--- src/design/scbpa_pkg.sv ---
// shared types, constants and helpers of the size class block pool allocator
package scbpa_pkg;

    localparam int ADDR_W = 32;
    localparam int IDX_W  = 16;
    localparam int USE_W  = 17;
    localparam int NCLASS = 4;
    localparam int CLS_W  = 2;

    typedef enum logic
    {
        CMD_ALLOC   = 1'b0,
        CMD_RELEASE = 1'b1
    } cmd_t;

    typedef enum logic [2:0]
    {
        ST_OK        = 3'd0,
        ST_TOO_LARGE = 3'd1,
        ST_EMPTY     = 3'd2,
        ST_NO_POOL   = 3'd3,
        ST_OVER      = 3'd4
    } status_t;

    typedef enum logic
    {
        BK_IDLE,
        BK_READ
    } back_state_t;

    typedef enum logic [1:0]
    {
        REG_BASE0 = 2'd0,
        REG_BASE1 = 2'd1,
        REG_BASE2 = 2'd2,
        REG_BASE3 = 2'd3
    } reg_index_t;

    typedef logic [NCLASS-1:0][ADDR_W-1:0] base_arr_t;

    localparam base_arr_t BASE_RESET = {32'h000C_0000, 32'h0008_0000, 32'h0004_0000, 32'h0};

    localparam logic [ADDR_W-1:0] CLASS_SIZE [NCLASS] = '{32'd64, 32'd256, 32'd1024, 32'd4096};
    localparam int CLASS_SHIFT [NCLASS] = '{6, 8, 10, 12};

    // classified item between front and back
    typedef struct packed
    {
        cmd_t              cmd;
        logic [CLS_W-1:0]  cls;
        status_t           pre;
        logic [ADDR_W-1:0] addr;
    } work_t;

    typedef struct packed
    {
        logic pop;
        logic push;
        logic rd_req;
    } pool_ctl_t;

    typedef struct packed
    {
        logic empty;
        logic full;
        logic fresh;
    } pool_stat_t;

    function automatic logic [ADDR_W-1:0] shl_class(input logic [ADDR_W-1:0] val,
                                                     input logic [CLS_W-1:0] cls);
        logic [ADDR_W-1:0] res;
        case (cls)
            2'd0:    res = val << CLASS_SHIFT[0];
            2'd1:    res = val << CLASS_SHIFT[1];
            2'd2:    res = val << CLASS_SHIFT[2];
            2'd3:    res = val << CLASS_SHIFT[3];
            default: res = val;
        endcase
        return res;
    endfunction

    function automatic logic [ADDR_W-1:0] shr_class(input logic [ADDR_W-1:0] val,
                                                     input logic [CLS_W-1:0] cls);
        logic [ADDR_W-1:0] res;
        case (cls)
            2'd0:    res = val >> CLASS_SHIFT[0];
            2'd1:    res = val >> CLASS_SHIFT[1];
            2'd2:    res = val >> CLASS_SHIFT[2];
            2'd3:    res = val >> CLASS_SHIFT[3];
            default: res = val;
        endcase
        return res;
    endfunction

endpackage

--- src/design/scbpa_front.sv ---
// front end: classifies incoming items and queues them for the back end
module scbpa_front
    import scbpa_pkg::*;
#(
    parameter int unsigned BLOCKS_CLASS0 = 4096,
    parameter int unsigned BLOCKS_CLASS1 = 1024,
    parameter int unsigned BLOCKS_CLASS2 = 256,
    parameter int unsigned BLOCKS_CLASS3 = 64
) (
    input  logic              clk,
    input  logic              rst_n,
    input  base_arr_t         base,
    input  logic              in_valid,
    output logic              in_ready,
    input  cmd_t              in_cmd,
    input  logic [ADDR_W-1:0] in_size,
    input  logic [ADDR_W-1:0] in_addr,
    output logic              q_valid,
    input  logic              q_ready,
    output work_t             q_data
);

    localparam int QDEPTH = 2;
    localparam int QPW    = $clog2(QDEPTH);
    localparam int QCW    = $clog2(QDEPTH + 1);
    localparam int unsigned BLOCKS_ARR [NCLASS] =
        '{BLOCKS_CLASS0, BLOCKS_CLASS1, BLOCKS_CLASS2, BLOCKS_CLASS3};

    work_t            fifo_reg [QDEPTH];
    logic [QPW-1:0]   wr_ptr_reg;
    logic [QPW-1:0]   wr_ptr_next;
    logic [QPW-1:0]   rd_ptr_reg;
    logic [QPW-1:0]   rd_ptr_next;
    logic [QCW-1:0]   cnt_reg;
    logic [QCW-1:0]   cnt_next;
    logic             push;
    logic             pop;
    work_t            cls_item;
    logic [NCLASS-1:0] hit;
    logic [ADDR_W:0]  hi [NCLASS];

    // range check per region, first hit wins
    always_comb
    begin
        for (int c = 0; c < NCLASS; c++)
        begin
            hi[c]  = {1'b0, base[c]} + ((ADDR_W+1)'(BLOCKS_ARR[c]) << CLASS_SHIFT[c]);
            hit[c] = (in_addr >= base[c]) && ({1'b0, in_addr} < hi[c]);
        end
    end

    always_comb
    begin
        cls_item.cmd  = in_cmd;
        cls_item.addr = in_addr;
        cls_item.cls  = 2'd0;
        cls_item.pre  = ST_OK;
        case (in_cmd)
            CMD_ALLOC:
            begin
                if (in_size <= CLASS_SIZE[0])
                begin
                    cls_item.cls = 2'd0;
                end
                else if (in_size <= CLASS_SIZE[1])
                begin
                    cls_item.cls = 2'd1;
                end
                else if (in_size <= CLASS_SIZE[2])
                begin
                    cls_item.cls = 2'd2;
                end
                else if (in_size <= CLASS_SIZE[3])
                begin
                    cls_item.cls = 2'd3;
                end
                else
                begin
                    cls_item.pre = ST_TOO_LARGE;
                end
            end
            CMD_RELEASE:
            begin
                if (hit[0])
                begin
                    cls_item.cls = 2'd0;
                end
                else if (hit[1])
                begin
                    cls_item.cls = 2'd1;
                end
                else if (hit[2])
                begin
                    cls_item.cls = 2'd2;
                end
                else if (hit[3])
                begin
                    cls_item.cls = 2'd3;
                end
                else
                begin
                    cls_item.pre = ST_NO_POOL;
                end
            end
            default:
            begin
                cls_item.pre = ST_OK;
            end
        endcase
    end

    assign in_ready = (cnt_reg != QCW'(QDEPTH));
    assign q_valid  = (cnt_reg != '0);
    assign q_data   = fifo_reg[rd_ptr_reg];
    assign push     = in_valid && in_ready;
    assign pop      = q_valid && q_ready;

    always_comb
    begin
        wr_ptr_next = push ? wr_ptr_reg + 1'b1 : wr_ptr_reg;
        rd_ptr_next = pop ? rd_ptr_reg + 1'b1 : rd_ptr_reg;
        cnt_next    = cnt_reg + QCW'(push) - QCW'(pop);
    end

    always_ff @(posedge clk or negedge rst_n)
    begin
        if (!rst_n)
        begin
            wr_ptr_reg <= '0;
            rd_ptr_reg <= '0;
            cnt_reg    <= '0;
        end
        else
        begin
            wr_ptr_reg <= wr_ptr_next;
            rd_ptr_reg <= rd_ptr_next;
            cnt_reg    <= cnt_next;
        end
    end

    always_ff @(posedge clk)
    begin
        if (push)
        begin
            fifo_reg[wr_ptr_reg] <= cls_item;
        end
    end

endmodule

--- config.mk ---
export PLATFORM = sky130hd
export DESIGN_NAME = scbpa_front
export DESIGN_NICKNAME = d
export VERILOG_FILES = /design/src/design/scbpa_pkg.sv /design/src/design/scbpa_front.sv
export SDC_FILE = /design/constraint.sdc
export NUM_CORES = 1
export LEC_CHECK = 0
export ABC_CLOCK_PERIOD_IN_PS = 6400
export BUFFER_PORTS_ARGS = -buffer_cell sky130_fd_sc_hd__buf_2
export CORE_MARGIN = 3
export CORE_UTILIZATION = 59
export CTS_CLUSTER_SIZE = 25
export DETAILED_ROUTE_END_ITERATION = 10
export PLACE_DENSITY = 0.95
export SETUP_SLACK_MARGIN = 0.02
export SLEW_MARGIN = 25
export SYNTH_ARGS = -nofsm -noshare
export SYNTH_HDL_FRONTEND = slang
export SYNTH_SLANG_ARGS = --single-unit
--- constraint.sdc ---
create_clock -name clk -period 6.4 [get_ports clk]
set_clock_uncertainty 0.1 [all_clocks]
set_input_delay 1.92 -clock clk [delete_from_list [all_inputs] [get_ports clk]]
set_output_delay 1.92 -clock clk [all_outputs]
set_load 0.005 [all_outputs]
* Word level (Yosys, flattened, before mapping) *
Memories as Yosys holds them, arrays and structs flattened.
Index checks and enable logic that the tools add are counted.

word-level totals
  flip-flop bits (word level) = 4
  RAM bits = 76
  bits of input ports = 197
  output and inout port bits = 40
  logic and storage cells = 52
  memories = 1

memory list
  memory    words  bits a word  read ports  clocked after memory_dff  write ports  line               RTL
  fifo_reg  2      38           1           0                         1            scbpa_front.sv:29  work_t fifo_reg [QDEPTH];

cells by class
  add/sub/neg operators = 8
  $lt $le $gt $ge = 12
  eq/ne operators = 1
  multiplexer cells = 19
  bitwise logic cells = 1
  reductions and logical operators = 7

operators with widths
  operator                                                                 number
  32-bit by 19-bit adder with 33-bit output, second input constant         4
  32-bit by 33-bit less-than comparator with 1-bit output                  4
  32-bit greater-or-equal comparator                                       4
  32-bit by 11-bit <= comparator with 1-bit output, second input constant  1
  32-bit by 13-bit <= comparator with 1-bit output, second input constant  1
  32-bit by 7-bit <= comparator with 1-bit output, second input constant   1
  32-bit by 9-bit <= comparator with 1-bit output, second input constant   1
  2-bit two-way mux                                                        12
  5-bit one-hot mux with 2 select lines                                    1
  1-bit logical AND                                                        6
  1-bit two-way mux                                                        6
  1-bit adder, second input constant                                       2
  2-bit by 1-bit adder with 2-bit output                                   1
  2-bit != test, second input constant                                     1
  2-bit nonzero test                                                       1
  2-bit by 1-bit subtractor with 2-bit output                              1
  1-bit NOT                                                                1

* Longest topological paths before layout *
Gate-level depths: netlist of the first run.

  depth after elaboration = 8
  depth in mapped cells = 15
  mapped depth without buffers = 15

* Least setup slack after synthesis of the first run *
OpenSTA, ideal clock, no wires.

  path kind = in2reg
  from = input base[117] (netlist bit)
  to = memory fifo_reg[0][32] (netlist bit) (data pin)
  setup time = 0.157 ns
  arrival = 4.349 ns
  data required time = 6.143 ns
  slack = 1.793 ns
  stages = 13
  path buffers = 0
  cell sequence = inv_1 nor3_1 and3_1 and2_1 nand3_1 xnor2_1 ha_1 nand3_1 or2_2 nor4_1 a311oi_2 nor4_1 o21bai_1

RTL lines
  what             line               RTL
  start, declared  scbpa_front.sv:12  input base_arr_t base,
  end, declared    scbpa_front.sv:29

==> results of run 1 <==
## synthesized netlist by cell type, types with 3 or more instances
library cell,n
ha_1,190
inv_1,141
a21oi_1,77
edfxtp_1,74
nand2_1,60
xnor2_1,51
nand3_1,46
nor2_1,43
mux2_2,37
nand4_1,28
o21ai_0,26
a21o_1,21
nor4_1,13
nor3_1,12
a211oi_1,10
and3_1,10
nand2b_1,9
o211ai_1,8
o21a_1,7
nor2b_1,6
and4_1,5
clkbuf_1,5
a221oi_1,4
dfrtp_1,4
a2111oi_0,3
a211o_1,3
a221o_1,3
a41oi_1,3
and2_1,3
nor3b_1,3
o211a_1,3
o21bai_1,3
## critical path, stage by stage
cell and delay [ns]:
buf_2 0.13, inv_2 0.04, nor3_1 0.24, and3_1 0.23, and2_1 0.22, nand3_1 0.13
xnor2_1 0.15, ha_1 0.29, nand3_1 0.10, or2_2 0.31, nor4_1 0.37, a311oi_2 0.24
nor4_1 0.43, o21bai_1 0.22
## cell type report
| class | instances | area [um2] |
|---|---|---|
| multi-input cells | 731 | 5879 |
| fillers | 1034 | 3752 |
| flip-flops and latches | 78 | 2323 |
| repair buffers | 236 | 1196 |
| inverters | 143 | 536.8 |
| clock buffers | 9 | 225.2 |
| well taps | 180 | 225.2 |
| clock inverters | 7 | 62.56 |
| diodes | 1 | 2.502 |
## stage by stage
stage,setup WS (ns),instance area (um2),utilization (%)
4_1_cts,1.498,10450,73.56
6_report,1.443,10450,73.58
2_1_floorplan,1.793,8760,-
5_1_grt,1.195,10450,73.58
3_3_place_gp,1.329,10140,71.40
3_5_place_dp,1.151,10160,71.54
## kinds of logic (layout without fill, tap and decap cells)
logic type                 count (synthesis)  count (layout)  share of synthesized area (%)
adders and majority gates                190             190                          27.14
AOI/OAI and AO/OA                        198             198                          15.00
other                                      1               2                        0.04281
and+or+nand+nor                          253             253                          14.88
DFF                                       78              78                          26.51
muxes                                     37              37                          4.756
buffers and inverters                    150             395                          6.471
xor gates and xnor gates                  52              52                          5.199
## power by group through the flow
stage               clock, mW  sequential [mW]  combinational (mW)
global placement            0            0.787               0.822
finish                  0.497            0.787               0.888
detailed placement          0            0.797               0.874
global route            0.523            0.798               0.974
floorplan                   0            0.737               0.553
CTS                     0.500            0.787               0.884
## metal layers
metal,wire (um),part of all wire [%],GRT usage (%)
met1,10010,39,36.75
met2,12620,49,54.59
met3,2153,8.3,5.708
met4,1181,4.5,15.61
met5,0,0,0
## cell usage in the layout, fill, tap and decap left out, types with 4 or more instances in the layout
cell type  instances
a211oi_1          10
a21o_1            21
a21oi_1           77
a221oi_1           4
and3_1             9
and4_1             5
buf_2            235
clkbuf_16          9
edfxtp_1          74
ha_1             190
inv_1            141
mux2_2            37
nand2_1           60
nand2b_1           9
nand3_1           46
nand4_1           28
nor2_1            42
nor2b_1            6
nor3_1            12
nor4_1            13
o211ai_1           8
o21a_1             7
o21ai_0           26
xnor2_1           51
## worst min-delay path by stage
| stage | from | endpoint | depth (start not counted) |
|---|---|---|---|
| after detailed placement | cnt_reg[0]$_DFF_PN0_ | cnt_reg[0]$_DFF_PN0_ | 1 |
| final | cnt_reg[0]$_DFF_PN0_ | cnt_reg[0]$_DFF_PN0_ | 1 |
| after CTS | cnt_reg[0]$_DFF_PN0_ | cnt_reg[0]$_DFF_PN0_ | 1 |
| after floorplan | wr_ptr_reg$_DFFE_PN0P_ | wr_ptr_reg$_DFFE_PN0P_ | 1 |
| after global placement | cnt_reg[0]$_DFF_PN0_ | cnt_reg[0]$_DFF_PN0_ | 1 |
| after global routing | cnt_reg[0]$_DFF_PN0_ | cnt_reg[0]$_DFF_PN0_ | 1 |
==> metrics.md, run 1 <==
| Metric | Value |
|---|---|
| Leakage | `just over 5 nW` |
| Post-synth net total | `1346` |
| Post-Layout Cell Count | `1385` |
| Sequential Power Share | `36.2%` |
| Synth top area cells | `ha_1 27%, edfxtp_1 25%, inv_1 6.0%` |
| Max VDD drop | `between 200 and 250 uV` |
| Cts hold-fix bufs | `0` |
| Clock transition at the registers of the reported paths | `0.06 ns` |
| CP Launch Type | `input port` |
| Mapped Cells | `959` |
| Mapped Area | `0.008760 mm2` |
| Synth warn | `0` |
| Fin. Hold Viols | `0` |
| Arr. time, crit path | `between 5 and 6 ns` |
| Fin crit share | `77.45%` |
| Boundary Pins | `237` |
| Largest net degree at the start of global routing | `39` |
| Combinational share of power | `about two fifths` |
| Pint | `approximately 1.4 mW` |
| PD cells | `207.9 mW/mm2` |
| # setup viols final | `0` |
| CTS root buffer | `clkbuf_16` |
| Clock Path Buffers | `2` |
| Max-cap viol count | `0` |
| Synthesis-to-finish area growth | `19.31%` |
| Synth unique cells | `69` |
| Switching share of power | `35.67%` |
| Setup_tns | `0 ns` |
| FF-to-FF End | `fifo_reg[1][29]$_DFFE_PP_` |
| Vias in the first global route | `about 8.7k` |
| Avg Vias per Cell | `6.153` |
| Slew Viols, Final | `0` |
| FP Rows | `43` |
| Initial Util | `61.67%` |
| Fin nets | `1586` |
| Clock Power Share | `a little under a quarter` |
| WHS | `0.4622 ns` |
| Critical path class | `input port to register` |
| Post-synth EDFFs | `74` |
| DP Wirelength | `21.09 mm` |
| Net switching power | `0.7749 mW` |
| CP required | `about 6.5 ns` |
| Drt total wl | `25.97 mm` |
| Post-synth top area share | `27.14%` |
| Fmax | `201.8 MHz` |
| Register area share after synthesis | `between 20% and 30%` |
| Reg-to-reg critical path startpoint | `cnt_reg[0]$_DFF_PN0_` |
| Initial antenna violation count | `1` |
| CP max FO | `4` |
| Unrepaired setup endpoints after global routing | `false` |
| Wire per inst | `18.75 um` |
| Post-CTS Setup Inserts | `0` |
| Worst R2R Setup Slack | `4.52 ns` |
| Min cycle time layout | `4.957 ns` |
| Htree depth | `3` |
| DRC viols | `0` |
| Number of detailed-route iterations in the first pass | `5` |
| Max reg flops | `74` |
| Core area | `0.01420 mm2` |
| Leading area contributor after synthesis | `ha_1` |
| Die Area | `0.01634 mm2` |
| Post-synth top flop | `edfxtp_1` |
| I/O Buffers | `between 200 and 250` |
| # resized after CTS | `0` |
| Worst-case headroom to the max-slew limit | `a little over a third` |
| DR iter-0 viols | `644` |
| Syn avg cell area | `9.134 um2` |
| R2r worst-path depth | `2` |
| First-pass GRT wire length | `40.72 mm` |
| Worst setup endpoint | `fifo_reg[0][32]$_DFFE_PP_` |
| Async SR Flop Fraction | `5.128%` |
| Clock buffer count from CTS | `9` |
| Hold crit path type | `register to register` |
| Worst setup EP type | `register` |
| Overall power | `2.172 mW` |
| Worst Tran Pin Value | `0.9653 ns` |
| Cells after DPL | `1368` |
| CTS tree | `built` |
| Die Wd | `127.8 um` |
| #FFs+latches synth | `78` |
| Die height | `127.8 um` |
| Clock latency on the worst-skew pair | `0.34 ns` |
| Global-route congestion overflow total | `0` |
| Status | `finished clean` |
| Critical Path Start | `base[116]` |
| CTS sink count | `78` |
| RD Place Congestion | `0.9376` |
| Post-route ant nets | `0` |
| Proportion of layout cells with a drive suffix above 1 | `25.25%` |
| Global Route Usage Sum | `31.27%` |
| DR vias | `8522` |
No activity file was read; power rests on OpenSTA's default activity.
==> run 2: changes to the inputs <==
ABC_AREA = 1   (was unset)
ABC_CLOCK_PERIOD_IN_PS = 4600   (was 6400)
CORE_UTILIZATION = 56   (was 59)
PLACE_DENSITY = 0.94   (was 0.95)
clock period = 4.6 ns   (was 6.4 ns; I/O delays follow)
==> metrics.md, run 2 <==
| Metric | Value |
|---|---|
| Most frequent cells in the layout | `434 x nand2_1, 235 x buf_2, 219 x inv_1 (was 235 x buf_2, 190 x ha_1, 141 x inv_1)` |
| Vias in the first global route | `9315 (was 8663)` |
| Setup_tns | `0 ns (unchanged)` |
| # resized after CTS | `0 (unchanged)` |
| Placed Area | `0.01109 mm2 (was 0.01016 mm2)` |
| Die height | `137.2 um (was 127.8 um)` |
| Wire per inst | `14.33 um (was 18.75 um)` |
| DP Wirelength | `22.32 mm (was 21.09 mm)` |
| Worst R2R Setup Slack | `2.85 ns (was 4.52 ns)` |
| CP top delay family | `simple AND/OR/NAND/NOR gates (unchanged)` |
| Worst Hold Path Cells | `1 (unchanged)` |
| Global Route Usage Sum | `27.34% (was 31.27%)` |
| Synth top area cells | `ha_1 25%, edfxtp_1 23%, nand2_1 17% (was ha_1 27%, edfxtp_1 25%, inv_1 6.0%)` |
| Critical hold path startpoint | `cnt_reg[0]$_DFF_PN0_ (unchanged)` |
| # setup viols final | `0 (unchanged)` |
| Clock transition at the registers of the reported paths | `0.05 ns (was 0.06 ns)` |
| Die Wd | `137.2 um (was 127.8 um)` |
| Critical path class | `input port to register (unchanged)` |
| Max-cap viol count | `0 (unchanged)` |
| Leakage | `6.446 nW (was 5.156 nW)` |
| Clock Path Buffers | `2 (unchanged)` |
| Async SR Flop Fraction | `5.128% (unchanged)` |
| First-pass GRT wire length | `41.01 mm (was 40.72 mm)` |
| FP Rows | `47 (was 43)` |
| Die Area | `0.01883 mm2 (was 0.01634 mm2)` |
| Initial Util | `57.74% (was 61.67%)` |
| Fin nets | `2008 (was 1586)` |
| I/O Buffers | `235 (unchanged)` |
| Synth top cells by count | `434 x nand2_1, 219 x inv_1, 190 x ha_1 (was 190 x ha_1, 141 x inv_1, 77 x a21oi_1)` |
| Overall power | `3.098 mW (was 2.172 mW)` |
| Setup slack after layout | `0.6114 ns (was 1.443 ns)` |
| Worst-case headroom to the max-slew limit | `66.40% (was 35.64%)` |
| Avg Vias per Cell | `5.336 (was 6.153)` |
| DRC viols | `0 (unchanged)` |
| Post-CTS Setup Inserts | `0 (unchanged)` |
| Fin. Hold Viols | `0 (unchanged)` |
| Number of detailed-route iterations in the first pass | `5 (unchanged)` |
| Mapped Area | `0.009643 mm2 (was 0.008760 mm2)` |
| Synthesis-to-finish area growth | `18.50% (was 19.31%)` |
| Largest net degree at the start of global routing | `39 (unchanged)` |
| Status | `finished clean (unchanged)` |
| Reg-to-reg critical path startpoint | `cnt_reg[1]$_DFF_PN0_ (was cnt_reg[0]$_DFF_PN0_)` |
| #FFs+latches synth | `78 (unchanged)` |
| Slowest cell on the critical path | `ha_1 (was nor4_1)` |
| Global-route congestion overflow total | `0 (unchanged)` |
| DR vias | `9856 (was 8522)` |
| Clock buffer count from CTS | `9 (unchanged)` |
| CP max FO | `4 (unchanged)` |
| Drt total wl | `26.48 mm (was 25.97 mm)` |
| Cts hold-fix bufs | `0 (unchanged)` |
| CP Launch Type | `input port (unchanged)` |
| DR iter-0 viols | `576 (was 644)` |
| Pre-CTS setup slack | `0.3137 ns (was 1.151 ns)` |
| CTS sink count | `78 (unchanged)` |
| Post-synth top area share | `24.65% (was 27.14%)` |
| Clock latency on the worst-skew pair | `0.33 ns (was 0.34 ns)` |
| Leading area contributor after synthesis | `ha_1 (unchanged)` |
| Slowest Stage Delay on Critical Path | `0.30 ns (was 0.43 ns)` |
| FF-to-FF End | `fifo_reg[1][24]$_DFFE_PP_ (was fifo_reg[1][29]$_DFFE_PP_)` |
| Mapped Cells | `1380 (was 959)` |
| Unrepaired setup endpoints after global routing | `false (unchanged)` |
| Fmax | `roughly 250 MHz` |
| Synth warn | `0 (unchanged)` |
| Syn avg cell area | `6.988 um2 (was 9.134 um2)` |
| CP required | `4.57 ns (was 6.47 ns)` |
| CTS tree | `built (unchanged)` |
| Worst setup EP type | `register (unchanged)` |
| Crit path depth | `18 (was 14)` |
| Proportion of layout cells with a drive suffix above 1 | `16.91% (was 25.25%)` |
| PD cells | `271.1 mW/mm2 (was 207.9 mW/mm2)` |
| Max reg flops | `74 (unchanged)` |
| Boundary Pins | `237 (unchanged)` |
| Post-synth EDFFs | `74 (unchanged)` |
| Synth unique cells | `37 (was 69)` |
| Register area share after synthesis | `24.08% (was 26.51%)` |
| Critical path, cell by cell | `buf_2 > ha_1 > nand3_1 > nor2_1 > nand2_1 > nor3_2 > nand3_1 > xor2_1 > ha_1 > nand3_1 > nor3b_1 > nand3_1 > a21oi_1 > nand2_1 > nand3_1 > nand2_1 > nand2_1 > nand2_1 (was buf_2 > inv_2 > nor3_1 > and3_1 > and2_1 > nand3_1 > xnor2_1 > ha_1 > nand3_1 > or2_2 > nor4_1 > a311oi_2 > nor4_1 > o21bai_1)` |
| CTS root buffer | `clkbuf_16 (unchanged)` |
| Core area | `0.01670 mm2 (was 0.01420 mm2)` |
| Post-synth net total | `1767 (was 1346)` |
| Min cycle time layout | `between 3 and 4 ns` |
| Most common cell after layout, fill and taps aside | `nand2_1 (was buf_2)` |
| Final core occ | `68.42% (was 73.58%)` |
| Most numerous cell in the Yosys netlist | `nand2_1 (was ha_1)` |
| Cell area after layout | `0.01143 mm2 (was 0.01045 mm2)` |
| Arr. time, crit path | `3.96 ns (was 5.02 ns)` |
| R2r worst-path depth | `4 (was 2)` |
| Crit path buffers/inverters | `1 (was 2)` |
| Post-synth top flop | `edfxtp_1 (unchanged)` |
| RD Place Congestion | `0.9226 (was 0.9376)` |
| Hold crit path type | `register to register (unchanged)` |
| Initial antenna violation count | `1 (unchanged)` |
| Number of fill cells in the layout | `1418 (was 1034)` |
| Hold path endpoint | `cnt_reg[0]$_DFF_PN0_ (unchanged)` |
| Seq. cell area | `0.002322 mm2 (was 0.002323 mm2)` |
| Slew Viols, Final | `0 (unchanged)` |
| Htree depth | `3 (unchanged)` |
| Multi-input logic area | `0.006472 mm2 (was 0.005879 mm2)` |
| Fin crit share | `86.71%` |
| Worst Tran Pin Value | `0.5028 ns (was 0.9653 ns)` |
| Max VDD drop | `277.8 uV (was 201.8 uV)` |
| Post-route ant nets | `0 (unchanged)` |
## run 2: report_power, final
group,total (mW),internal [mW],switching [mW]
registers,1.02,0.975,0.0454
logic,1.42,0.562,0.861
clock network,0.655,0.415,0.240
## run 2: through the flow
step           hold WS (ns)  instances
5_1_grt              0.4896       1846
6_report             0.4351       1847
3_5_place_dp         0.4251       1828
3_3_place_gp         0.4070       1828
4_1_cts              0.4375       1844
2_1_floorplan        0.3846       1380
## run 2: cell type report
class	count	share of cell area, %
clock inverter	5	0.4380
sequential	78	20.32
tap	220	2.409
timing repair buffer	239	10.91
clock buffer	11	2.037
multi-input combinational	1073	56.64
antenna	1	0.02190
inverter	220	7.227
## run 2: worst max-delay path by stage
| stage | startpoint | endpoint | slack [ns] |
|---|---|---|---|
| 2_1_floorplan | base[50] | fifo_reg[0][35]$_DFFE_PP_ | 0.79 |
| 3_3_place_gp | base[82] | fifo_reg[0][32]$_DFFE_PP_ | 0.48 |
| 3_5_place_dp | base[50] | fifo_reg[0][35]$_DFFE_PP_ | 0.31 |
| 4_1_cts | base[50] | fifo_reg[1][35]$_DFFE_PP_ | 0.65 |
| 5_1_grt | base[50] | fifo_reg[1][35]$_DFFE_PP_ | 0.32 |
| 6_report | base[50] | fifo_reg[1][35]$_DFFE_PP_ | 0.61 |
## run 2: cell families after synthesis
family          share of synthesized area, %
other cells                          0.03889
simple gates                           29.14
xor+xnor                               3.996
fa+ha+maj                              24.65
buf+inv                                8.953
flops                                  24.08
compound gates                         9.135
## run 2: routing by layer
metal / vias to the layer above / track usage, % / part of all wire [%]
li1: 4994 / - / -
met1: 4399 / 32.54 / 41
met2: 390 / 49.62 / 49
met3: 71 / 4.529 / 7.0
met4: 2 / 9.590 / 2.7
met5: - / 0 / 0.068
==> run 3: changes to the inputs <==
CAP_MARGIN = 10   (was unset)
CORE_UTILIZATION = 57   (was 56)
CTS_BUF_LIST = sky130_fd_sc_hd__clkbuf_4   (was unset)
PLACE_DENSITY = 0.95   (was 0.94)
==> metrics.md, run 3 (synthesis gave the netlist of run 2 again) <==
| Metric | Value |
|---|---|
| Slowest cell on the critical path | `ha_1 (unchanged)` |
| Max-cap viol count | `0 (unchanged)` |
| CTS root buffer | `clkbuf_4 (was clkbuf_16)` |
| CP required | `4.67 ns (was 4.57 ns)` |
| Boundary Pins | `237 (unchanged)` |
| DR vias | `9885 (was 9856)` |
| CTS sink count | `78 (unchanged)` |
| Leakage | `6.372 nW (was 6.446 nW)` |
| Arr. time, crit path | `4.00 ns (was 3.96 ns)` |
| Avg Vias per Cell | `5.369 (was 5.336)` |
| Wire per inst | `14.32 um (was 14.33 um)` |
| N_diodes | `0 (was 1)` |
| Worst setup EP type | `register (unchanged)` |
| Reg-to-reg critical path startpoint | `cnt_reg[0]$_DFF_PN0_ (was cnt_reg[1]$_DFF_PN0_)` |
| Fin crit share | `85.57% (was 86.71%)` |
| PD cells | `247.4 mW/mm2 (was 271.1 mW/mm2)` |
| Global Route Usage Sum | `27.90% (was 27.34%)` |
| Critical path, cell by cell | `buf_2 > inv_1 > nor3_2 > nand3_1 > nor2_1 > nand3_1 > nor2_1 > nand2_1 > xor2_1 > ha_1 > nand3_1 > nor3b_1 > nand3_1 > a21oi_1 > nand2_1 > nand3_1 > nand2_1 > nand2_1 > nand2_1 (was buf_2 > ha_1 > nand3_1 > nor2_1 > nand2_1 > nor3_2 > nand3_1 > xor2_1 > ha_1 > nand3_1 > nor3b_1 > nand3_1 > a21oi_1 > nand2_1 > nand3_1 > nand2_1 > nand2_1 > nand2_1)` |
| FP Rows | `46 (was 47)` |
| Largest net degree at the start of global routing | `39 (unchanged)` |
| # resized after CTS | `0 (unchanged)` |
| CP top delay family | `simple AND/OR/NAND/NOR gates (unchanged)` |
| DR iter-0 viols | `539 (was 576)` |
| Initial antenna violation count | `2 (was 1)` |
| Min cycle time layout | `3.936 ns (was 3.989 ns)` |
| Clock buffer count from CTS | `9 (unchanged)` |
| # setup viols final | `0 (unchanged)` |
| Fmax | `254.0 MHz (was 250.7 MHz)` |
| Overall power | `2.780 mW (was 3.098 mW)` |
| Max reg flops | `74 (unchanged)` |
| Setup slack after layout | `0.6637 ns (was 0.6114 ns)` |
| Die Wd | `136.1 um (was 137.2 um)` |
| I/O Buffers | `235 (unchanged)` |
| Clock Path Buffers | `2 (unchanged)` |
| Post-Layout Cell Count | `1841 (was 1847)` |
| Htree depth | `3 (unchanged)` |
| Die height | `136.1 um (was 137.2 um)` |
| Critical hold path startpoint | `cnt_reg[0]$_DFF_PN0_ (unchanged)` |
| CTS tree | `built (unchanged)` |
| Clock transition at the registers of the reported paths | `0.11 ns (was 0.05 ns)` |
| Placed Area | `0.01107 mm2 (was 0.01109 mm2)` |
| First-pass GRT wire length | `41.68 mm (was 41.01 mm)` |
| Most frequent cells in the layout | `434 x nand2_1, 235 x buf_2, 218 x inv_1 (was 434 x nand2_1, 235 x buf_2, 219 x inv_1)` |
| Proportion of layout cells with a drive suffix above 1 | `17.11% (was 16.91%)` |
| Drt total wl | `26.36 mm (was 26.48 mm)` |
| DP Wirelength | `22.30 mm (was 22.32 mm)` |
| Fin nets | `2007 (was 2008)` |
| Worst Tran Pin Value | `0.6362 ns (was 0.5028 ns)` |
| Vias in the first global route | `9533 (was 9315)` |
| Clock latency on the worst-skew pair | `0.41 ns (was 0.33 ns)` |
| Initial Util | `59.41% (was 57.74%)` |
| Max VDD drop | `363.9 uV (was 277.8 uV)` |
| Hold crit path type | `register to register (unchanged)` |
| Synthesis-to-finish area growth | `16.52% (was 18.50%)` |
| Unrepaired setup endpoints after global routing | `false (unchanged)` |
| Cts hold-fix bufs | `0 (unchanged)` |
| Worst-case headroom to the max-slew limit | `57.53% (was 66.40%)` |
| CP max FO | `4 (unchanged)` |
| Status | `finished clean (unchanged)` |
| Slowest Stage Delay on Critical Path | `0.30 ns (about the same)` |
| Slew Viols, Final | `0 (unchanged)` |
| Cells after DPL | `1823 (was 1828)` |
| WHS | `0.4840 ns (was 0.4351 ns)` |
| Core area | `0.01623 mm2 (was 0.01670 mm2)` |
| Final core occ | `69.23% (was 68.42%)` |
| Most common cell after layout, fill and taps aside | `nand2_1 (unchanged)` |
| Cell area after layout | `0.01124 mm2 (was 0.01143 mm2)` |
| DRC viols | `0 (unchanged)` |
| Global-route congestion overflow total | `0 (unchanged)` |
| Number of detailed-route iterations in the first pass | `6 (was 5)` |
| Post-CTS Setup Inserts | `0 (unchanged)` |
| Post-route ant nets | `0 (unchanged)` |
| Pre-CTS setup slack | `0.2339 ns (was 0.3137 ns)` |
| Fin. Hold Viols | `0 (unchanged)` |
| Crit path buffers/inverters | `2 (was 1)` |
| Die Area | `0.01851 mm2 (was 0.01883 mm2)` |
| Critical Path Start | `base[50] (unchanged)` |
| Setup_tns | `0 ns (unchanged)` |
| RD Place Congestion | `0.9120 (was 0.9226)` |
| CP Launch Type | `input port (unchanged)` |
| Critical path class | `input port to register (unchanged)` |
run 3: changes by cell type in the layout (fill, tap and decap cells not counted), sizes merged:
cell      change
clkinv        -1
clkbuf        +3
bufinv        -1
diode         -1
buf           -1
clkinvlp      -1
run 3: power breakdown:
group          switching [mW]  internal [mW]  total, mW
clock network           0.197          0.140      0.337
registers              0.0481          0.972       1.02
logic                   0.868          0.555       1.42
total                    1.11           1.67       2.78
run 3: final timing paths:
check | endpoint | slack [ns] | depth (start not counted)
setup / recovery | fifo_reg[0][35]$_DFFE_PP_ | 0.66 | 19
min in group asynchronous | cnt_reg[0]$_DFF_PN0_ | 0.65 | 1
setup reg to reg | fifo_reg[1][28]$_DFFE_PP_ | 2.86 | 5
max in group asynchronous | rd_ptr_reg$_DFFE_PN0P_ | 3.62 | 1
hold reg to reg | cnt_reg[0]$_DFF_PN0_ | 0.48 | 1
hold / removal | cnt_reg[0]$_DFF_PN0_ | 0.48 | 1
run 3: routing by layer:
metal  wire length [um]  part of all wire (%)  global-route usage, %  vias to the layer above
li1                   -                     -                      -                     4983
met1              10580                    40                  33.22                     4426
met2              12970                    49                  50.69                      397
met3               1887                   7.2                  3.738                       75
met4                897                   3.4                  10.92                        4
met5                 25                 0.095                      0                        -
run 3: area by class of cell:
class                   count  area (um2)
clock buffers              14       105.1
clock inverters             2       8.758
fillers                  1347        4995
flip-flops and latches     78        2322
well taps                 216       270.3
inverters                 220       825.8
multi-input cells        1073        6472
repair buffers            238        1231
